### config.mk
export PLATFORM = sky130hd
export DESIGN_NAME = button_press_qualifier
export DESIGN_NICKNAME = d
export VERILOG_FILES = /design/src/sv/bpq_pkg.sv /design/src/sv/bpq_cfg.sv /design/src/sv/bpq_core.sv /design/src/sv/button_press_qualifier.sv
export SDC_FILE = /design/constraint.sdc
export NUM_CORES = 1
export LEC_CHECK = 0
export BUFFER_PORTS_ARGS = -buffer_cell sky130_fd_sc_hd__buf_2
export CAP_MARGIN = 20
export CORE_UTILIZATION = 64
export DETAILED_ROUTE_END_ITERATION = 10
export PLACE_DENSITY_LB_ADDON = 0.15
export SYNTH_ARGS = -nofsm -noshare
export SYNTH_HDL_FRONTEND = slang
export SYNTH_SLANG_ARGS = --single-unit
### constraint.sdc
create_clock -name clk_i -period 7.6 [get_ports clk_i]
set_clock_uncertainty 0.2 [all_clocks]
set_input_delay 1.9 -clock clk_i [delete_from_list [all_inputs] [get_ports clk_i]]
set_output_delay 1.9 -clock clk_i [all_outputs]
set_load 0.02 [all_outputs]
### src/sv/bpq_pkg.sv
`default_nettype none
package bpq_pkg;

  localparam int unsigned TimeW = 32;
  localparam int unsigned RawW  = 32;
  localparam int unsigned ReqW  = 3;

  // Request codes.
  localparam logic [ReqW-1:0] ReqSample  = 3'd0;
  localparam logic [ReqW-1:0] ReqLock    = 3'd1;
  localparam logic [ReqW-1:0] ReqClear   = 3'd2;
  localparam logic [ReqW-1:0] ReqEnable  = 3'd3;
  localparam logic [ReqW-1:0] ReqDisable = 3'd4;

  // Register indexes on the configuration port.
  localparam int unsigned     RegAddrW      = 4;
  localparam logic [1:0]      RegTouchMode  = 2'd0;
  localparam logic [1:0]      RegTouchAbove = 2'd1;
  localparam logic [1:0]      RegThreshold  = 2'd2;
  localparam logic [1:0]      RegPressMs    = 2'd3;

  typedef struct packed {
    logic [ReqW-1:0]  req_type;
    logic [TimeW-1:0] now_ms;
    logic             pin_level;
    logic [RawW-1:0]  touch_raw;
    logic [TimeW-1:0] lock_ms;
  } in_word_t;

  typedef struct packed {
    logic is_held;
    logic is_touched;
    logic is_pressed;
    logic is_released;
    logic is_locked;
  } out_word_t;

  typedef struct packed {
    logic             touch_mode;
    logic             touch_above;
    logic [RawW-1:0]  touch_threshold;
    logic [TimeW-1:0] press_ms;
  } cfg_t;

endpackage
`default_nettype wire

### src/sv/bpq_cfg.sv
`default_nettype none
module bpq_cfg (
  input  wire logic                          clk_i,
  input  wire logic                          rst_ni,
  input  wire logic                          psel,
  input  wire logic                          penable,
  input  wire logic                          pwrite,
  input  wire logic [bpq_pkg::RegAddrW-1:0]  paddr,
  input  wire logic [31:0]                   pwdata,
  output logic      [31:0]                   prdata,
  output logic                               pready,
  output bpq_pkg::cfg_t                      cfg_o
);

  bpq_pkg::cfg_t cfg_q, cfg_d;
  logic          wr_en;
  logic [1:0]    reg_idx;

  assign pready  = 1'b1;
  assign wr_en   = psel && penable && pwrite;
  assign reg_idx = paddr[3:2];

  always_comb begin
    cfg_d = cfg_q;
    if (wr_en) begin
      unique case (reg_idx)
        bpq_pkg::RegTouchMode:  cfg_d.touch_mode      = pwdata[0];
        bpq_pkg::RegTouchAbove: cfg_d.touch_above     = pwdata[0];
        bpq_pkg::RegThreshold:  cfg_d.touch_threshold = pwdata;
        bpq_pkg::RegPressMs:    cfg_d.press_ms        = pwdata;
        default:                cfg_d = cfg_q;
      endcase
    end
  end

  always_comb begin
    unique case (reg_idx)
      bpq_pkg::RegTouchMode:  prdata = {31'd0, cfg_q.touch_mode};
      bpq_pkg::RegTouchAbove: prdata = {31'd0, cfg_q.touch_above};
      bpq_pkg::RegThreshold:  prdata = cfg_q.touch_threshold;
      bpq_pkg::RegPressMs:    prdata = cfg_q.press_ms;
      default:                prdata = 32'd0;
    endcase
  end

  always_ff @(posedge clk_i or negedge rst_ni) begin
    if (!rst_ni) begin
      cfg_q <= '0;
    end else begin
      cfg_q <= cfg_d;
    end
  end

  assign cfg_o = cfg_q;

endmodule
`default_nettype wire

### src/sv/bpq_core.sv
`default_nettype none
module bpq_core (
  input  wire logic              clk_i,
  input  wire logic              rst_ni,
  input  wire bpq_pkg::cfg_t     cfg_i,
  input  wire bpq_pkg::in_word_t req_i,
  input  wire logic              step_i,
  output bpq_pkg::out_word_t     result_o
);

  logic                     enabled_q, enabled_d;
  logic                     locked_q, locked_d;
  logic                     held_q, held_d;
  logic                     touched_q, touched_d;
  logic                     pressed_q, pressed_d;
  logic                     released_q, released_d;
  logic [bpq_pkg::TimeW-1:0] lock_start_q, lock_start_d;
  logic [bpq_pkg::TimeW-1:0] lock_len_q, lock_len_d;
  logic [bpq_pkg::TimeW-1:0] hold_start_q, hold_start_d;

  logic [bpq_pkg::TimeW-1:0] lock_elapsed;
  logic [bpq_pkg::TimeW-1:0] hold_elapsed;
  logic                      still_locked;
  logic                      held_now;

  assign lock_elapsed = req_i.now_ms - lock_start_q;
  assign hold_elapsed = req_i.now_ms - hold_start_q;
  assign still_locked = locked_q && (lock_elapsed < lock_len_q);

  always_comb begin
    if (cfg_i.touch_mode) begin
      held_now = cfg_i.touch_above ? (req_i.touch_raw > cfg_i.touch_threshold)
                                   : (req_i.touch_raw < cfg_i.touch_threshold);
    end else begin
      held_now = !req_i.pin_level;
    end
  end

  always_comb begin
    enabled_d    = enabled_q;
    locked_d     = locked_q;
    held_d       = held_q;
    touched_d    = touched_q;
    pressed_d    = pressed_q;
    released_d   = released_q;
    lock_start_d = lock_start_q;
    lock_len_d   = lock_len_q;
    hold_start_d = hold_start_q;
    unique case (req_i.req_type)
      bpq_pkg::ReqSample: begin
        if (enabled_q && !still_locked) begin
          locked_d = 1'b0;
          held_d   = held_now;
          if (!held_now) begin
            if (touched_q) begin
              touched_d  = 1'b0;
              released_d = 1'b1;
            end
          end else if (touched_q) begin
            if (!pressed_q && (hold_elapsed > cfg_i.press_ms)) begin
              touched_d = 1'b0;
              pressed_d = 1'b1;
            end
          end else begin
            touched_d    = 1'b1;
            released_d   = 1'b0;
            hold_start_d = req_i.now_ms;
          end
        end
      end
      bpq_pkg::ReqLock: begin
        locked_d     = 1'b1;
        held_d       = 1'b0;
        touched_d    = 1'b0;
        pressed_d    = 1'b0;
        released_d   = 1'b0;
        lock_len_d   = req_i.lock_ms;
        lock_start_d = req_i.now_ms;
      end
      bpq_pkg::ReqClear: begin
        held_d     = 1'b0;
        pressed_d  = 1'b0;
        released_d = 1'b0;
      end
      bpq_pkg::ReqEnable: begin
        enabled_d = 1'b1;
      end
      bpq_pkg::ReqDisable: begin
        enabled_d  = 1'b0;
        held_d     = 1'b0;
        pressed_d  = 1'b0;
        released_d = 1'b0;
      end
      default: begin
        enabled_d = enabled_q;
      end
    endcase
  end

  always_ff @(posedge clk_i or negedge rst_ni) begin
    if (!rst_ni) begin
      enabled_q    <= 1'b1;
      locked_q     <= 1'b0;
      held_q       <= 1'b0;
      touched_q    <= 1'b0;
      pressed_q    <= 1'b0;
      released_q   <= 1'b0;
      lock_start_q <= '0;
      lock_len_q   <= '0;
      hold_start_q <= '0;
    end else if (step_i) begin
      enabled_q    <= enabled_d;
      locked_q     <= locked_d;
      held_q       <= held_d;
      touched_q    <= touched_d;
      pressed_q    <= pressed_d;
      released_q   <= released_d;
      lock_start_q <= lock_start_d;
      lock_len_q   <= lock_len_d;
      hold_start_q <= hold_start_d;
    end
  end

  assign result_o.is_held     = held_d;
  assign result_o.is_touched  = touched_d;
  assign result_o.is_pressed  = pressed_d;
  assign result_o.is_released = released_d;
  assign result_o.is_locked   = locked_d;

endmodule
`default_nettype wire

### src/sv/button_press_qualifier.sv
// Path: an accepted word waits in the input register; its result word is written
// into the result register as the word moves on, and is offered from there.
// Throughput: one word per cycle while results are taken; the only feedback is the
// single state update, made as a word moves from the input to the result register.
// Reset: rst_ni is asynchronous and active low; it empties both registers, sets
// enabled, clears every flag and time, and zeroes all configuration registers.
`default_nettype none
module button_press_qualifier (
  input  wire logic                          clk_i,
  input  wire logic                          rst_ni,
  input  wire logic                          in_valid_i,
  output logic                               in_ready_o,
  input  wire bpq_pkg::in_word_t             in_data_i,
  output logic                               out_valid_o,
  input  wire logic                          out_ready_i,
  output bpq_pkg::out_word_t                 out_data_o,
  input  wire logic                          psel,
  input  wire logic                          penable,
  input  wire logic                          pwrite,
  input  wire logic [bpq_pkg::RegAddrW-1:0]  paddr,
  input  wire logic [31:0]                   pwdata,
  output logic      [31:0]                   prdata,
  output logic                               pready
);

  // The input register holds one request word. It moves on whenever the
  // result register is empty or being drained, and at that same edge the
  // qualifier state takes its new value, so requests update state strictly
  // in arrival order.
  logic               s1_valid_q;
  bpq_pkg::in_word_t  s1_data_q;
  logic               out_valid_q;
  bpq_pkg::out_word_t out_data_q;
  logic               advance;
  bpq_pkg::cfg_t      cfg;
  bpq_pkg::out_word_t result;

  assign advance    = s1_valid_q && (!out_valid_q || out_ready_i);
  assign in_ready_o = !s1_valid_q || advance;

  bpq_cfg u_cfg (
    .clk_i   (clk_i),
    .rst_ni  (rst_ni),
    .psel    (psel),
    .penable (penable),
    .pwrite  (pwrite),
    .paddr   (paddr),
    .pwdata  (pwdata),
    .prdata  (prdata),
    .pready  (pready),
    .cfg_o   (cfg)
  );

  // Decision logic and state; the result is the flag set after the request.
  bpq_core u_core (
    .clk_i    (clk_i),
    .rst_ni   (rst_ni),
    .cfg_i    (cfg),
    .req_i    (s1_data_q),
    .step_i   (advance),
    .result_o (result)
  );

  always_ff @(posedge clk_i or negedge rst_ni) begin
    if (!rst_ni) begin
      s1_valid_q  <= 1'b0;
      out_valid_q <= 1'b0;
    end else begin
      if (in_ready_o) begin
        s1_valid_q <= in_valid_i;
      end
      if (advance) begin
        out_valid_q <= 1'b1;
      end else if (out_ready_i) begin
        out_valid_q <= 1'b0;
      end
    end
  end

  // Payload registers carry no reset.
  always_ff @(posedge clk_i) begin
    if (in_valid_i && in_ready_o) begin
      s1_data_q <= in_data_i;
    end
    if (advance) begin
      out_data_q <= result;
    end
  end

  assign out_valid_o = out_valid_q;
  assign out_data_o  = out_data_q;

`ifndef SYNTHESIS
  // A lockout clears every flag, and samples stay ignored until it ends.
  a_locked_clears_flags: assert property (@(posedge clk_i) disable iff (!rst_ni)
    out_valid_q && out_data_q.is_locked |->
      !out_data_q.is_held && !out_data_q.is_touched &&
      !out_data_q.is_pressed && !out_data_q.is_released)
    else $error("locked result with a flag set");

  // A held input is either in its touch phase or has already been qualified.
  a_held_implies_phase: assert property (@(posedge clk_i) disable iff (!rst_ni)
    out_valid_q && out_data_q.is_held |-> out_data_q.is_touched || out_data_q.is_pressed)
    else $error("held without touch phase or press");

  // The input side stalls only when a word is parked behind a blocked result.
  a_stall_reason: assert property (@(posedge clk_i) disable iff (!rst_ni)
    !in_ready_o |-> s1_valid_q && out_valid_q && !out_ready_i)
    else $error("input stalled without a blocked result");

  // A word that moves on always lands in the result register.
  a_advance_fills_out: assert property (@(posedge clk_i) disable iff (!rst_ni)
    advance |=> out_valid_q)
    else $error("advanced word lost");
`endif

endmodule
`default_nettype wire

# --- Word-level counts from Yosys, hierarchy flattened ---
# Index checks and enable logic that the tools add are counted.
totals:
  reg_bits: 275
  output_inout_bits: 40
classes:
  addsub: 2
  magnitude_cmp: 4
  n_eq_ne: 7
  mux: 25
  bitwise: 1
  reduce_logical: 26
ops:
  columns: ["operator", "count"]
  rows:
  - ["$pmux 32 s4", 1]
  - ["$gt 32x32->1", 2]
  - ["$lt 32x32->1", 2]
  - ["$sub 32x32->32", 2]
  - ["$mux 1", 18]
  - ["$pmux 1 s2", 6]
  - ["$reduce_and 2->1", 6]
  - ["$logic_and 1x1->1", 7]
  - ["$eq 3x2->1 const B", 2]
  - ["$logic_not 1->1", 5]
  - ["$reduce_and 5->1", 1]
  - ["$eq 2x2->1 const B", 2]
  - ["$reduce_bool 2->1", 2]
  - ["$eq 3x1->1 const B", 1]
  - ["$eq 3x3->1 const B", 1]
  - ["$logic_not 3->1", 1]
  - ["$reduce_or 3->1", 1]
  - ["$eq 2x1->1 const B", 1]
  - ["$logic_not 2->1", 1]
  - ["$logic_or 1x1->1", 2]
  - ["$not 1->1", 1]

# --- Depth between registers and ports, before layout ---
depth:
  ltp_word: 8
  depth_mapped: 24

# --- Modules after synthesis ---
# From an unflattened synthesis, not the netlist that was laid out.
unflattened:
  hier_cells: 1436
  area_unflattened_um2: 15989.1
modules_own_cells:
  columns: ["mod", "n_inst", "cells_each", "area_each_um2", "seq_area_each_um2"]
  rows:
  - ["bpq_core", 1, 1104, 9512.9, 2553.7]
  - ["button_press_qualifier", 1, 113, 3256.9, 3203.1]
  - ["bpq_cfg", 1, 219, 3219.3, 1651.6]

# --- Least setup slack after synthesis ---
# No wires, ideal clock.
synth_path:
  kind: "input port to output port"
  start: "in paddr[2] (netlist bit)"
  end: "out prdata[16]"
  arrival_time_ps: 3169
  t_required_ps: 5500
  setup_slack_ps: 2331
  stages: 4
  path_buffers: 2
  cell_sequence: "clkbuf_1 > buf_1 > mux2i_1 > nor2b_1"
synth_via:
  elab_chain_len: 2
  word_cells_on_any_way: 5
synth_lines:
  columns: ["item", "line", "source"]
  rows:
  - ["start, declared", "button_press_qualifier.sv:20", "input wire logic [bpq_pkg::RegAddrW-1:0] paddr,"]
  - ["$eq 2x2->1, or another cell as far along", "bpq_cfg.sv:37", "unique case (reg_idx)"]
  - ["$pmux 32 s4 (*)", "bpq_cfg.sv:37", null]
  - ["end, declared", "button_press_qualifier.sv:22", "output logic [31:0] prdata,"]
# Mark *: on every way between the ends. The rest lies on a longest branch, timed or not.

# --- Worst setup path after layout ---
layout_path:
  start: "reg s1_data_q[65] (netlist bit)"
  end: "reg u_core.hold_start_q[9] (netlist bit)"
layout_via:
  elab_chain_len: 6
layout_lines:
  columns: ["item", "line", "source"]
  rows:
  - ["start, declared", "button_press_qualifier.sv:31", "bpq_pkg::in_word_t s1_data_q;"]
  - ["start signal, assigned", "button_press_qualifier.sv:83", "s1_data_q <= in_data_i;"]
  - ["$sub 32x32->32", "bpq_core.sv:26", "assign lock_elapsed = req_i.now_ms - lock_start_q;"]
  - ["$lt 32x32->1", "bpq_core.sv:28", "assign still_locked = locked_q && (lock_elapsed < lock_len_q);"]
  - ["$logic_and 1x1->1", "bpq_core.sv:28", null]
  - ["$logic_not 1->1", "bpq_core.sv:51", "if (enabled_q && !still_locked) begin"]
  - ["$logic_and 1x1->1", "bpq_core.sv:51", null]
  - ["$reduce_and 5->1 (no source line)", null, null]
  - ["end signal, assigned", "bpq_core.sv:120", "hold_start_q <= hold_start_d;"]
  - ["end, declared", "bpq_core.sv:19", "logic [bpq_pkg::TimeW-1:0] hold_start_q, hold_start_d;"]
# Every way passes these cells.
# A chain may end at the register's enable or synchronous reset.

==> results.yml <==
run_status:
  status: "finished, final reports clean"
hold_path:
  hold_start: "s1_data_q[31]$_DFFE_PP_"
  min_path_cells: 1
  hold_path_end: "u_core.lock_len_q[31]$_DFFE_PN0P_"
  min_path_type: "flip-flop to flip-flop"
cells_and_area:
  final_cell_area_sq_mm: 0.0180
  diodes: 0
  multi_input_area_sq_mm: 0.00759
  seq_area_sq_mm: 0.00741
  syn2layout_area_growth_pct: 14.1
  num-fill-cells: 1714
  nets: 1916
  drive_above_1_share_pct: 23.3
critical_path:
  r2r-start: "s1_data_q[65]$_DFFE_PP_"
  reg2reg_slack_ns: 1.57
  slowest_stage: "o41a_1"
  path_cells: "inv_1 -> ha_1 -> inv_1 -> fa_1 -> a21oi_1 -> o211ai_1 -> a21oi_1 -> a21oi_1 -> o41a_1 -> a31o_2 -> o21ai_0 -> o21ai_0 -> xor2_1 -> ha_1 -> and3_1 -> nand3_1 -> a211o_1 -> o21bai_1 -> buf_4 -> nand3_1 -> nor3b_4 -> buf_4 -> mux2_2"
  rr_endpoint: "u_core.hold_start_q[9]$_DFFE_PN0P_"
  worstPathRequired_ns: 7.83
  worst-path-buf-inv: 4
  cpMostUsedCell: "a21oi_1"
  cp_max_fo: 32
  critPathTopFamily: "compound AO/OA/AOI/OAI gates"
  cp-start-kind: "flip-flop"
  worst-setup-path-type: "flip-flop to flip-flop"
  cp.arrival_ns: 6.26
  r2r_cells: 23
  endpoint_kind: "flip-flop"
  slowest_delay_ns: 0.44
floorplan:
  num_io_pins: 183
  coreArea_sq_mm: 0.0242
  die_width_um: 159
  die_area_sq_mm: 0.0253
  die_h_um: 159
  rows: 57
  initial_core_util_pct: 65.1
timing:
  fin_crit_ns: 6.03
  slew_headroom_pct: 27.2
  finalHoldViolations: 0
  fin_hold_ws_ns: 0.279
  timing.final.ws_setup_ns: 1.57
  setup-violations-final: 0
  rsz0062_at_grt: "false"
  clock.fmax_mhz: 166
  period_share_pct: 79.3
  tns_ns: 0
  worstMarginPinSlew_ns: 1.09
  drv_slew: 0
global_routing:
  grt_pass1_wl_um: 52900
  grt_pass1_vias: 11200
  grt_max_degree: 105
  grt_remaining_overflow: 0
  antenna_found_initial: 0
  track_usage_pct: 25.8
power_and_ir_drop:
  total_power_uw: 5340
  vdd_drop_max_mv: 0.333
  power_per_cell_area_mw_per_mm2: 297
  p_leak_uw: 0.00842
clocking:
  cts_setup_buffers: 0
  clock_latency_ns: 0.56
  cts_sinks: 275
  hold_buffers: 0
  htreeDepth: 1
  ctsResizeCount: 0
  clockBufferDepth: 3
  cts.clk_slew.worst_paths_ns: 0.06
  cts_buffers: 29
  cts_tree: "done"
  cts-root-buf: "clkbuf_16"
drt:
  wl_per_cell_um: 16.3
  drc: 0
  drt-initial-drc-count: 619
  vias: 11000
  first_pass_iters: 7
  routed_wl_um: 32000
  routed_via_density: 5.63
  detail-route-antenna-nets: 0
logic_synthesis:
  synth.area.top_cells: "dfrtp_1 (27%), edfxtp_1 (20%), ha_1 (12%)"
  synth_edf_count: 105
  async_reset_ff_share_pct: 61.8
  ys_seq_elements: 275
  yosysSeqAreaShare_pct: 46.9
  synth_top_area_share_pct: 26.8
  syn-cell-area_sq_mm: 0.0158
  synth_top_area_cell: "dfrtp_1"
  postSynthCellCount: 1429
  yosys_warnings: 0
  postSynthAreaPerCell_sq_um: 11.0
  synth_ff_type: "dfrtp_1"
  ys_types: 71
  syn_nets: 1731
placement:
  port_buffers: 179
  post_dp_cell_area_sq_mm: 0.0170
  hpwl_um: 23200
  pre_cts_ws_ns: 1.69
  gp_congestion: 0.887
job:
  max_cap_viol_count: 0
-- how the worst max path moves through the flow --
stage / startpoint / endpoint / slack [ns] / cells after the start
final: s1_data_q[65]$_DFFE_PP_ / u_core.hold_start_q[9]$_DFFE_PN0P_ / 1.57 / 23
after global routing: s1_data_q[65]$_DFFE_PP_ / u_core.hold_start_q[5]$_DFFE_PN0P_ / 1.21 / 23
after CTS: s1_data_q[65]$_DFFE_PP_ / u_core.hold_start_q[9]$_DFFE_PN0P_ / 1.61 / 23
after detailed placement: s1_data_q[65]$_DFFE_PP_ / u_core.hold_start_q[18]$_DFFE_PN0P_ / 1.69 / 23
after global placement: s1_data_q[65]$_DFFE_PP_ / u_core.hold_start_q[10]$_DFFE_PN0P_ / 1.76 / 23
after floorplan: paddr[2] / prdata[16] / 2.33 / 4
-- layer usage --
metal  global-route usage [%]  share of wire [%]  up-vias  routed length, um
met4                     9.48                3.4        0               1090
li1                         -                  -     5432                  -
met5                        0                  0        -                  0
met2                     44.9                 50      229              15800
met1                     32.7                 43     5302              13700
met3                     3.75                4.3       70               1380
-- cell usage in the layout, fill, tap and decap left out, types with 44 or more instances in the layout --
| master | count |
|---|---|
| xnor2_1 | 44 |
| nand2_1 | 85 |
| ha_1 | 157 |
| mux2_2 | 126 |
| dfrtp_1 | 169 |
| a21oi_1 | 80 |
| nor2_1 | 47 |
| inv_1 | 174 |
| o21ai_0 | 77 |
| buf_2 | 178 |
| a21o_1 | 46 |
| nor2b_1 | 44 |
| edfxtp_1 | 105 |
-- sequential cells by signal, indices dropped and copies added, names as in the netlist --
name	cells
s1_data_q	100
u_cfg.cfg_o	66
u_core.hold_start_q	32
u_core.lock_len_q	32
u_core.lock_start_q	32
out_data_o	5
out_valid_o	1
s1_valid_q	1
u_core.enabled_q	1
u_core.held_q	1
u_core.locked_q	1
u_core.pressed_q	1
u_core.released_q	1
u_core.touched_q	1
-- cells in the mapped netlist, types with 3 or more instances --
cell type  instances
a211o_1            5
o21ai_0           77
o21a_1            13
o211ai_1           7
nor2_1            47
nand2b_1          15
inv_1            174
clkbuf_1          25
xnor2_1           44
edfxtp_1         105
ha_1             157
a21o_1            46
a21oi_1           80
nor3b_1            3
xor2_1            16
mux2_2           126
a41oi_1            5
a31oi_1            8
nor2b_1           44
o21bai_1           8
nand2_1           85
and2_1             3
nand4_1           17
mux2i_1           31
and4_1             4
buf_6              3
nand3_1           27
o31a_1             3
nor3_1            12
a211oi_1           9
dfrtp_1          169
mux2_4             3
nand3b_1           3
and3_1             8
-- kinds of logic after synthesis --
group / after synthesis / synth area share [%]
DFF: 275 / 46.9
xor gates and xnor gates: 60 / 3.33
and+or+nand+nor: 276 / 8.82
buffers and inverters: 206 / 5.07
adders and majority gates: 159 / 12.7
muxes: 161 / 11.4
other: 1 / 0.0238
AOI/OAI and AO/OA: 291 / 11.8
-- area by class of cell --
class	instances	area share (%)
Clock buffer	32	4.15
Clock inverter	22	1.37
Inverter	174	3.63
Multi-Input combinational cell	948	42.2
Sequential cell	275	41.1
Tap cell	324	2.25
Timing Repair Buffer	186	5.30
-- through the flow --
step,utilization (%),std cells
5_1_grt,74.3,1961
4_1_cts,74.3,1961
6_report,74.3,1961
2_1_floorplan,-,1429
3_5_place_dp,70.2,1907
3_3_place_gp,70.2,1907
-- where the power goes --
part	switching, uW	internal (uW)	total (uW)
Clock	584	878	1460
Combinational	1030	901	1930
Sequential	148	1800	1950
-- worst register-to-register path: stages (launching register included) --
cell and delay (ns):
edfxtp_1 0.38, inv_1 0.11, ha_1 0.17, inv_1 0.06
fa_1 0.41, a21oi_1 0.24, o211ai_1 0.14, a21oi_1 0.35
a21oi_1 0.18, o41a_1 0.44, a31o_2 0.25, o21ai_0 0.22
o21ai_0 0.16, xor2_1 0.17, ha_1 0.30, and3_1 0.16
nand3_1 0.10, a211o_1 0.28, o21bai_1 0.15, buf_4 0.22
nand3_1 0.15, nor3b_4 0.24, buf_4 0.43, mux2_2 0.42
No activity file was read; power rests on OpenSTA's default activity.
